File: config.mk
export PLATFORM = sky130hd
export DESIGN_NAME = trilinear_volume_interpolator_core
export DESIGN_NICKNAME = d
export VERILOG_FILES = /design/src/design/tvi_pkg.sv /design/src/design/trilinear_volume_interpolator_core.sv
export SDC_FILE = /design/constraint.sdc
export NUM_CORES = 2
export LEC_CHECK = 0
export BUFFER_PORTS_ARGS = -buffer_cell sky130_fd_sc_hd__buf_2
export CAP_MARGIN = 20
export CORE_AREA = 5 5 423 425
export DETAILED_ROUTE_END_ITERATION = 12
export DIE_AREA = 0 0 428 430
export SLEW_MARGIN = 20
export SYNTH_ARGS = -nofsm -noshare
export SYNTH_HDL_FRONTEND = slang
export SYNTH_SLANG_ARGS = --single-unit
export TNS_END_PERCENT = 20
File: constraint.sdc
create_clock -name clk_i -period 7.85 [get_ports clk_i]
set_clock_uncertainty 0.15 [all_clocks]
set_input_delay 1.57 -clock clk_i [delete_from_list [all_inputs] [get_ports clk_i]]
set_output_delay 1.57 -clock clk_i [all_outputs]
set_load 0.01 [all_outputs]
File: src/design/tvi_pkg.sv
// Package for the trilinear volume interpolator: widths, register codes,
// reset values and the fixed-point lerp and axis range functions.
// Depends on nothing.
package tvi_pkg;

  localparam int unsigned FRAC_BITS   = 8;
  localparam int unsigned SAMPLE_BITS = 16;
  localparam int unsigned POS_W       = 21;
  localparam int unsigned COUNT_W     = 13;
  localparam int unsigned CFG_IDX_W   = 2;

  // Integer part of a non-negative position, sign bit excluded.
  localparam int unsigned CORNER_W = POS_W - 1 - FRAC_BITS;
  localparam int unsigned CMP_W    = ((CORNER_W > COUNT_W) ? CORNER_W : COUNT_W) + 1;
  localparam int unsigned ACC_W    = SAMPLE_BITS + FRAC_BITS + 1;

  localparam logic [FRAC_BITS:0] FRAC_ONE = {1'b1, {FRAC_BITS{1'b0}}};

  // Register indexes.
  localparam logic [CFG_IDX_W-1:0] CFG_COL_COUNT   = 2'd0;
  localparam logic [CFG_IDX_W-1:0] CFG_ROW_COUNT   = 2'd1;
  localparam logic [CFG_IDX_W-1:0] CFG_PLANE_COUNT = 2'd2;

  localparam logic [COUNT_W-1:0] COL_COUNT_RST   = 13'd512;
  localparam logic [COUNT_W-1:0] ROW_COUNT_RST   = 13'd512;
  localparam logic [COUNT_W-1:0] PLANE_COUNT_RST = 13'd150;

  typedef logic [SAMPLE_BITS-1:0] sample_t;
  typedef logic [FRAC_BITS-1:0]   frac_t;

  // (a * (1 - f) + b * f) >> FRAC_BITS, truncated.
  function automatic sample_t lerp(input sample_t a, input sample_t b, input frac_t f);
    logic [FRAC_BITS:0] w0;
    logic [ACC_W-1:0]   acc;
    w0  = FRAC_ONE - {1'b0, f};
    acc = ACC_W'(a) * ACC_W'(w0) + ACC_W'(b) * ACC_W'(f);
    return acc[FRAC_BITS +: SAMPLE_BITS];
  endfunction

  // The cell fits when the position is non-negative and floor + 1 < count.
  function automatic logic axis_ok(input logic [POS_W-1:0] pos,
                                   input logic [COUNT_W-1:0] count);
    logic [CMP_W-1:0] next_corner;
    next_corner = CMP_W'(pos[POS_W-2:FRAC_BITS]) + CMP_W'(1);
    return !pos[POS_W-1] && (next_corner < CMP_W'(count));
  endfunction

endpackage

File: src/design/trilinear_volume_interpolator_core.sv
// Trilinear volume interpolator, top level: four-stage pipeline.
// Depends on tvi_pkg.
//
//  channel   handshake            payload
//  --------  -------------------  ------------------------------------------
//  request   start_i / busy_o     pos_x_i, pos_y_i, pos_z_i, corner_000..111_i
//  result    valid_o (strobe)     value_o, in_range_o
//  config    cfg_we_i             cfg_idx_i, cfg_wdata_i
//
// A request is taken on every cycle; busy_o stays low. Each result appears
// as one pulse of valid_o, in request order.
// The depth is set by the three lerp stages (z, x, y), one 16x9 and one
// 16x8 multiply per lerp, plus the input register with the range check.
// Reset clears the valid bits and loads the count registers; the data path
// carries no reset. The receiver cannot stall, so nothing holds in the pipe.
module trilinear_volume_interpolator_core (
  input  logic                                clk_i,
  input  logic                                rst_ni,
  input  logic                                start_i,
  output logic                                busy_o,
  input  logic signed [tvi_pkg::POS_W-1:0]    pos_x_i,
  input  logic signed [tvi_pkg::POS_W-1:0]    pos_y_i,
  input  logic signed [tvi_pkg::POS_W-1:0]    pos_z_i,
  input  logic [tvi_pkg::SAMPLE_BITS-1:0]     corner_000_i,
  input  logic [tvi_pkg::SAMPLE_BITS-1:0]     corner_001_i,
  input  logic [tvi_pkg::SAMPLE_BITS-1:0]     corner_010_i,
  input  logic [tvi_pkg::SAMPLE_BITS-1:0]     corner_011_i,
  input  logic [tvi_pkg::SAMPLE_BITS-1:0]     corner_100_i,
  input  logic [tvi_pkg::SAMPLE_BITS-1:0]     corner_101_i,
  input  logic [tvi_pkg::SAMPLE_BITS-1:0]     corner_110_i,
  input  logic [tvi_pkg::SAMPLE_BITS-1:0]     corner_111_i,
  output logic                                valid_o,
  output logic [tvi_pkg::SAMPLE_BITS-1:0]     value_o,
  output logic                                in_range_o,
  input  logic                                cfg_we_i,
  input  logic [tvi_pkg::CFG_IDX_W-1:0]       cfg_idx_i,
  input  logic [tvi_pkg::COUNT_W-1:0]         cfg_wdata_i
);

  // ---------------------------------------------------------------------
  // Configuration registers
  // ---------------------------------------------------------------------
  logic [tvi_pkg::COUNT_W-1:0] col_count_q, row_count_q, plane_count_q;

  always_ff @(posedge clk_i or negedge rst_ni) begin
    if (!rst_ni) begin
      col_count_q   <= tvi_pkg::COL_COUNT_RST;
      row_count_q   <= tvi_pkg::ROW_COUNT_RST;
      plane_count_q <= tvi_pkg::PLANE_COUNT_RST;
    end else if (cfg_we_i) begin
      // Drop writes to indexes past the register list.
      unique case (cfg_idx_i)
        tvi_pkg::CFG_COL_COUNT:   col_count_q   <= cfg_wdata_i;
        tvi_pkg::CFG_ROW_COUNT:   row_count_q   <= cfg_wdata_i;
        tvi_pkg::CFG_PLANE_COUNT: plane_count_q <= cfg_wdata_i;
        default: ;
      endcase
    end
  end

  // The pipe never stalls, so every request is taken.
  assign busy_o = 1'b0;

  logic accept;
  assign accept = start_i && !busy_o;

  // ---------------------------------------------------------------------
  // Stage 1: register the request, check the cell against the volume
  // ---------------------------------------------------------------------
  logic                    s1_valid_q;
  logic                    s1_ok_q;
  tvi_pkg::frac_t          s1_fx_q, s1_fy_q, s1_fz_q;
  tvi_pkg::sample_t        s1_c_q [8];
  logic                    s1_ok_d;

  assign s1_ok_d = tvi_pkg::axis_ok(pos_x_i, col_count_q)
                && tvi_pkg::axis_ok(pos_y_i, row_count_q)
                && tvi_pkg::axis_ok(pos_z_i, plane_count_q);

  always_ff @(posedge clk_i or negedge rst_ni) begin
    if (!rst_ni) begin
      s1_valid_q <= 1'b0;
    end else begin
      s1_valid_q <= accept;
    end
  end

  always_ff @(posedge clk_i) begin
    s1_ok_q   <= s1_ok_d;
    s1_fx_q   <= pos_x_i[tvi_pkg::FRAC_BITS-1:0];
    s1_fy_q   <= pos_y_i[tvi_pkg::FRAC_BITS-1:0];
    s1_fz_q   <= pos_z_i[tvi_pkg::FRAC_BITS-1:0];
    // Index bits: x, y, z from high to low.
    s1_c_q[0] <= corner_000_i;
    s1_c_q[1] <= corner_001_i;
    s1_c_q[2] <= corner_010_i;
    s1_c_q[3] <= corner_011_i;
    s1_c_q[4] <= corner_100_i;
    s1_c_q[5] <= corner_101_i;
    s1_c_q[6] <= corner_110_i;
    s1_c_q[7] <= corner_111_i;
  end

  // ---------------------------------------------------------------------
  // Stage 2: four lerps along z
  // ---------------------------------------------------------------------
  logic             s2_valid_q;
  logic             s2_ok_q;
  tvi_pkg::frac_t   s2_fx_q, s2_fy_q;
  tvi_pkg::sample_t s2_x0y0_q, s2_x1y0_q, s2_x0y1_q, s2_x1y1_q;

  always_ff @(posedge clk_i or negedge rst_ni) begin
    if (!rst_ni) begin
      s2_valid_q <= 1'b0;
    end else begin
      s2_valid_q <= s1_valid_q;
    end
  end

  always_ff @(posedge clk_i) begin
    s2_ok_q   <= s1_ok_q;
    s2_fx_q   <= s1_fx_q;
    s2_fy_q   <= s1_fy_q;
    s2_x0y0_q <= tvi_pkg::lerp(s1_c_q[0], s1_c_q[1], s1_fz_q);
    s2_x1y0_q <= tvi_pkg::lerp(s1_c_q[4], s1_c_q[5], s1_fz_q);
    s2_x0y1_q <= tvi_pkg::lerp(s1_c_q[2], s1_c_q[3], s1_fz_q);
    s2_x1y1_q <= tvi_pkg::lerp(s1_c_q[6], s1_c_q[7], s1_fz_q);
  end

  // ---------------------------------------------------------------------
  // Stage 3: two lerps along x
  // ---------------------------------------------------------------------
  logic             s3_valid_q;
  logic             s3_ok_q;
  tvi_pkg::frac_t   s3_fy_q;
  tvi_pkg::sample_t s3_y0_q, s3_y1_q;

  always_ff @(posedge clk_i or negedge rst_ni) begin
    if (!rst_ni) begin
      s3_valid_q <= 1'b0;
    end else begin
      s3_valid_q <= s2_valid_q;
    end
  end

  always_ff @(posedge clk_i) begin
    s3_ok_q <= s2_ok_q;
    s3_fy_q <= s2_fy_q;
    s3_y0_q <= tvi_pkg::lerp(s2_x0y0_q, s2_x1y0_q, s2_fx_q);
    s3_y1_q <= tvi_pkg::lerp(s2_x0y1_q, s2_x1y1_q, s2_fx_q);
  end

  // ---------------------------------------------------------------------
  // Stage 4: lerp along y, force zero outside the volume
  // ---------------------------------------------------------------------
  logic             out_valid_q;
  logic             out_ok_q;
  tvi_pkg::sample_t out_value_q;
  tvi_pkg::sample_t out_value_d;

  assign out_value_d = s3_ok_q ? tvi_pkg::lerp(s3_y0_q, s3_y1_q, s3_fy_q) : '0;

  always_ff @(posedge clk_i or negedge rst_ni) begin
    if (!rst_ni) begin
      out_valid_q <= 1'b0;
    end else begin
      out_valid_q <= s3_valid_q;
    end
  end

  always_ff @(posedge clk_i) begin
    out_ok_q    <= s3_ok_q;
    out_value_q <= out_value_d;
  end

  assign valid_o    = out_valid_q;
  assign value_o    = out_value_q;
  assign in_range_o = out_ok_q;

endmodule

Yosys cells after proc, flatten, opt, wreduce, memory -nomap -nowiden:

Memories as Yosys holds them, arrays and structs flattened.
Cells that the tools add are included.

* $mul: 14
* reductions and logical operators: 12
* $lt $le $gt $ge: 3
* add/subtract/negate cells: 13
* equality and inequality tests: 2

Operators with widths (count)
* $add 24x24->24: 7
* $mul 16x8->24: 7
* $mul 16x9->24: 7
* $add 12x1->13 const B: 3
* $lt 13x13->1: 3
* $sub 9x8->9 const A: 3
* $reduce_and 2->1: 3
* $logic_and 1x1->1: 5
* $logic_not 1->1: 3
* $eq 2x1->1 const B: 1
* $eq 2x2->1 const B: 1
* $logic_not 2->1: 1

* memories: 1
* register bits after elaboration: 207
* memory bits (writable): 128
* logic and storage cells: 69
* input port bits: 210
* output and inout bits: 19

Memories
* s1_c_q: depth 8, bits a word 16, read ports 8, clocked after Yosys merged registers in 0, write ports 8, RTL line trilinear_volume_interpolator_core.sv:73 `tvi_pkg::sample_t s1_c_q [8];`

Longest topological paths before layout:

* depth after elaboration: 5
* mapped depth: 30

Least setup slack after synthesis:

Ideal clock, no wire load.

* kind: register -> register
* from: register s1_fz_q[0]
* to: register s2_x1y1_q[15]
* arrival: 7.284 ns
* path slack: 0.343 ns
* stages on the path, launching flop included: 29
* buffers on the path: 2
* data required time: 7.628 ns
* cells stage by stage: dfxtp_1 > buf_2 > inv_1 > ha_1 > nand2_1 > or3_1 > nor3_1 > clkbuf_1 > nand2_1 > fa_1 > inv_1 > fa_1 > fa_1 > fa_1 > fa_1 > inv_1 > fa_1 > inv_1 > ha_1 > a21o_1 > a21o_1 > a21o_1 > a22o_1 > a31oi_1 > o21ai_0 > o41ai_1 > o21bai_1 > a21oi_1 > xnor2_1

* longest elaborated chain between the ends: 3

Ends and longest elaborated chain
* from (decl): RTL line trilinear_volume_interpolator_core.sv:72 `tvi_pkg::frac_t s1_fx_q, s1_fy_q, s1_fz_q;`
* from (signal assigned): RTL line trilinear_volume_interpolator_core.sv:92 `s1_fz_q <= pos_z_i[tvi_pkg::FRAC_BITS-1:0];`
* $sub 9x8->9: RTL line tvi_pkg.sv:35 `w0 = FRAC_ONE - {1'b0, f};`
* $mul 16x9->24: RTL line tvi_pkg.sv:36 `acc = ACC_W'(a) * ACC_W'(w0) + ACC_W'(b) * ACC_W'(f);`
* $add 24x24->24 *: RTL line tvi_pkg.sv:36
* to (signal assigned): RTL line trilinear_volume_interpolator_core.sv:127 `s2_x1y1_q <= tvi_pkg::lerp(s1_c_q[6], s1_c_q[7], s1_fz_q);`
* to (decl): RTL line trilinear_volume_interpolator_core.sv:110 `tvi_pkg::sample_t s2_x0y0_q, s2_x1y0_q, s2_x0y1_q, s2_x1y1_q;`

Mark *: on every way between the ends. The rest lies on a longest branch, timed or not.
A chain may end at the register's enable or synchronous reset.

Worst setup path in the final report:

Same ends and word-level chain as after synthesis.

==> impl_metrics.csv <==
group,metric,value,unit
die,start_util,38.60,%
detailed_routing,wl,172.4,mm
timing,timing.fmax,132.1,MHz
synthesis,synthFlopType,"dfxtp_1",
setup_path,rrSetupSlack,0.28,ns
detailed_routing,wire_per_inst,17.64,µm
global_route,grt_max_degree,125,
detailed_routing,drc,0,
timing,finalCriticalPeriod,7.568,ns
synthesis,yosys_warnings,0,
setup_path,crit_top_cell,"fa_1",
synthesis,synth.largest_area_cell,"fa_1",
final_layout,nFillCells,17440,
cts,clock_sinks,335,
synthesis,netlist_area,67530,µm²
synthesis,synth_edf_count,0,
timing,slew_headroom,38.03,%
synthesis,synth_top_area_share,45.66,%
detailed_routing,drt_first_pass_iters,5,
final_layout,fin_util,41.86,%
die,num_rows,154,
setup_path,cp_max_fo,42,
cts,cts_setup_buffers,0,
setup_path,end_kind,"flop",
synthesis,async_flop_share,12.84,%
timing,final_max_slew_viol_count,0,
cts,clk_pin_slew_worst_paths,0.06,ns
placed_design,io_buffer_count,227,
cts,cts_max_level,2,
timing,final_hold_viol_count,0,
cts,ctsRootBufferMaster,"clkbuf_16",
global_route,grt_use_total,19.51,%
die,die_x,428,µm
setup_path,crit_buf_inv,5,
final_layout,areaGrowthSynthToFinish,8.457,%
synthesis,syn_inst,7305,
synthesis,synth_cell_type_count,67,
detailed_routing,drt_iter0_markers,2159,
synthesis,post_synth.cell_area_avg,9.244,µm²
setup_path,slowest_stage,"fa_1",
setup_path,cp_data_arrival_time,7.93,ns
cts,tritoncts,"built",
synthesis,seq_area_frac_synth,10.26,%
placed_design,gp_congestion,0.8597,
detailed_routing,vias,46210,
final_layout,nets,9696,
global_route,grt_pass1_wl,287.0,mm
global_route,grt_pass1_vias,52670,
cts,hold_buffers,0,
synthesis,syn_nets,9608,
cts,clock_latency,0.66,ns
die,die_height,430,µm
die,ios,229,
synthesis,yosysMostFrequentCell,"inv_1",
timing,setup_viol,0,
placed_design,dp.cells,9685,
cts,cts_buffer_depth,3,
setup_path,crit_required,8.21,ns
cts,post_cts_resize_count,0,
flow_run,cap_viol_max_count,0,
detailed_routing,drtAntennaViolNets,0,
global_route,antenna_found_initial,5,
hold_path,min_path_type,"flop to flop",
timing,fin_tns_setup,0,ns
die,fp.dieArea,184000,µm²
final_layout,drive_gt1_share,6.675,%
setup_path,path_delay_family,"adder cells",
placed_design,hpwlAfterDp,141.5,mm
setup_path,worstSetupPathType,"flop to flop",
detailed_routing,viasPerCell,4.728,
die,coreArea,175000,µm²
timing,rsz0062_at_grt,"true",
timing,fin_crit_sh,96.41,%
final_layout,final_cells,9774,
synthesis,synth-seq-cells,335,
setup_path,cpPeakStageDelay,0.57,ns
status,status,"complete, no violations",
synthesis,synth_area_leaders,"fa_1 (46%), inv_1 (11%), ha_1 (10%)",
setup_path,setup.worst_path.start_class,"flop",
synthesis,synth_commonest_cells,"inv_1 (1968), fa_1 (1540), nand2_1 (989)",
cts,cts_buffers,46,
global_route,gr-total-overflow,0,
timing,worstMarginPinSlew,0.9296,ns
-- logic make-up after synthesis --
group,Yosys count,synth area share (%)
AOI/OAI and AO/OA,222,2.259
and+or+nand+nor,2193,16.26
DFF,335,10.26
other,1,0.005553
muxes,27,0.4503
buffers and inverters,2256,12.55
xor gates and xnor gates,178,2.309
adders and majority gates,2093,55.90
-- metal layers --
| layer | track usage, % | routed length (µm) |
|---|---|---|
| met1 | 24.87 | 71970 |
| met2 | 34.57 | 86100 |
| met3 | 2.691 | 8688 |
| met4 | 5.692 | 5679 |
| met5 | 0 | 0 |
-- cell usage in the layout (no fill, tap or decap), types with 11 or more instances in the layout --
cell type  Yosys  routed
nor2_1        79      79
nand3_1       35      35
o21a_1        30      30
and3_1        28      28
nand4_1       19      19
ha_1         553     552
xor2_1        52      47
inv_1       1968    1968
dfrtp_1       37      37
buf_12         0      11
and2_1       950     950
a21o_1        24      24
nand2_1      989     989
buf_2          2     227
buf_4          1      89
mux2_2        27      27
clkbuf_16      0      46
o21ai_0       41      40
fa_1        1540    1540
xnor2_1      126     118
nand2b_1      11      11
a21oi_1       52      52
dfxtp_1      292     283
nor2b_1       17      17
nor3_1        35      33
-- through the flow --
step	cell area, µm²	hold slack, ns	setup slack, ns
finish	73240	0.1720	0.2822
global route	73230	0.1813	-0.02402
CTS	73160	0.1749	0.1623
detailed placement	71550	0.1621	0.2086
global placement	71540	0.1606	0.2404
floorplan	67530	0.1596	0.3435
-- state kept, by name (all words and copies together) (netlist names), 13 cells and up --
name and flops:
s1_c_q 128, s2_x0y0_q 16, s2_x0y1_q 16, s2_x1y0_q 16, s2_x1y1_q 16, s3_y0_q 16, s3_y1_q 16, value_o 16
col_count_q 13, plane_count_q 13, row_count_q 13
-- worst paths after layout --
kind / from / endpoint / cells after the start
worst max register to register: s1_fz_q[0] / s2_x1y1_q[15] / 27
worst min register to register: s2_fy_q[5] / s3_fy_q[5] / 0
worst min-delay path: s2_fy_q[5] / s3_fy_q[5] / 0
max in group asynchronous: rst_ni / col_count_q[11] / 1
min in group asynchronous: rst_ni / plane_count_q[0] / 1
worst max-delay path: s1_fz_q[0] / s2_x1y1_q[15] / 27
-- final cells by class --
type | instances | area [µm²] | area share (%)
sequential | 335 | 6943 | 9.480
tap | 2340 | 2928 | 3.998
multi-input combinational | 4714 | 52330 | 71.46
clock inverter | 36 | 405.4 | 0.5535
timing repair buffer | 328 | 2036 | 2.780
clock buffer | 50 | 1196 | 1.633
inverter | 1968 | 7387 | 10.09
antenna | 3 | 7.507 | 0.01025
Power is not shown: default switching activity piles up to over one toggle a cycle in this logic, so the estimate is an artifact.
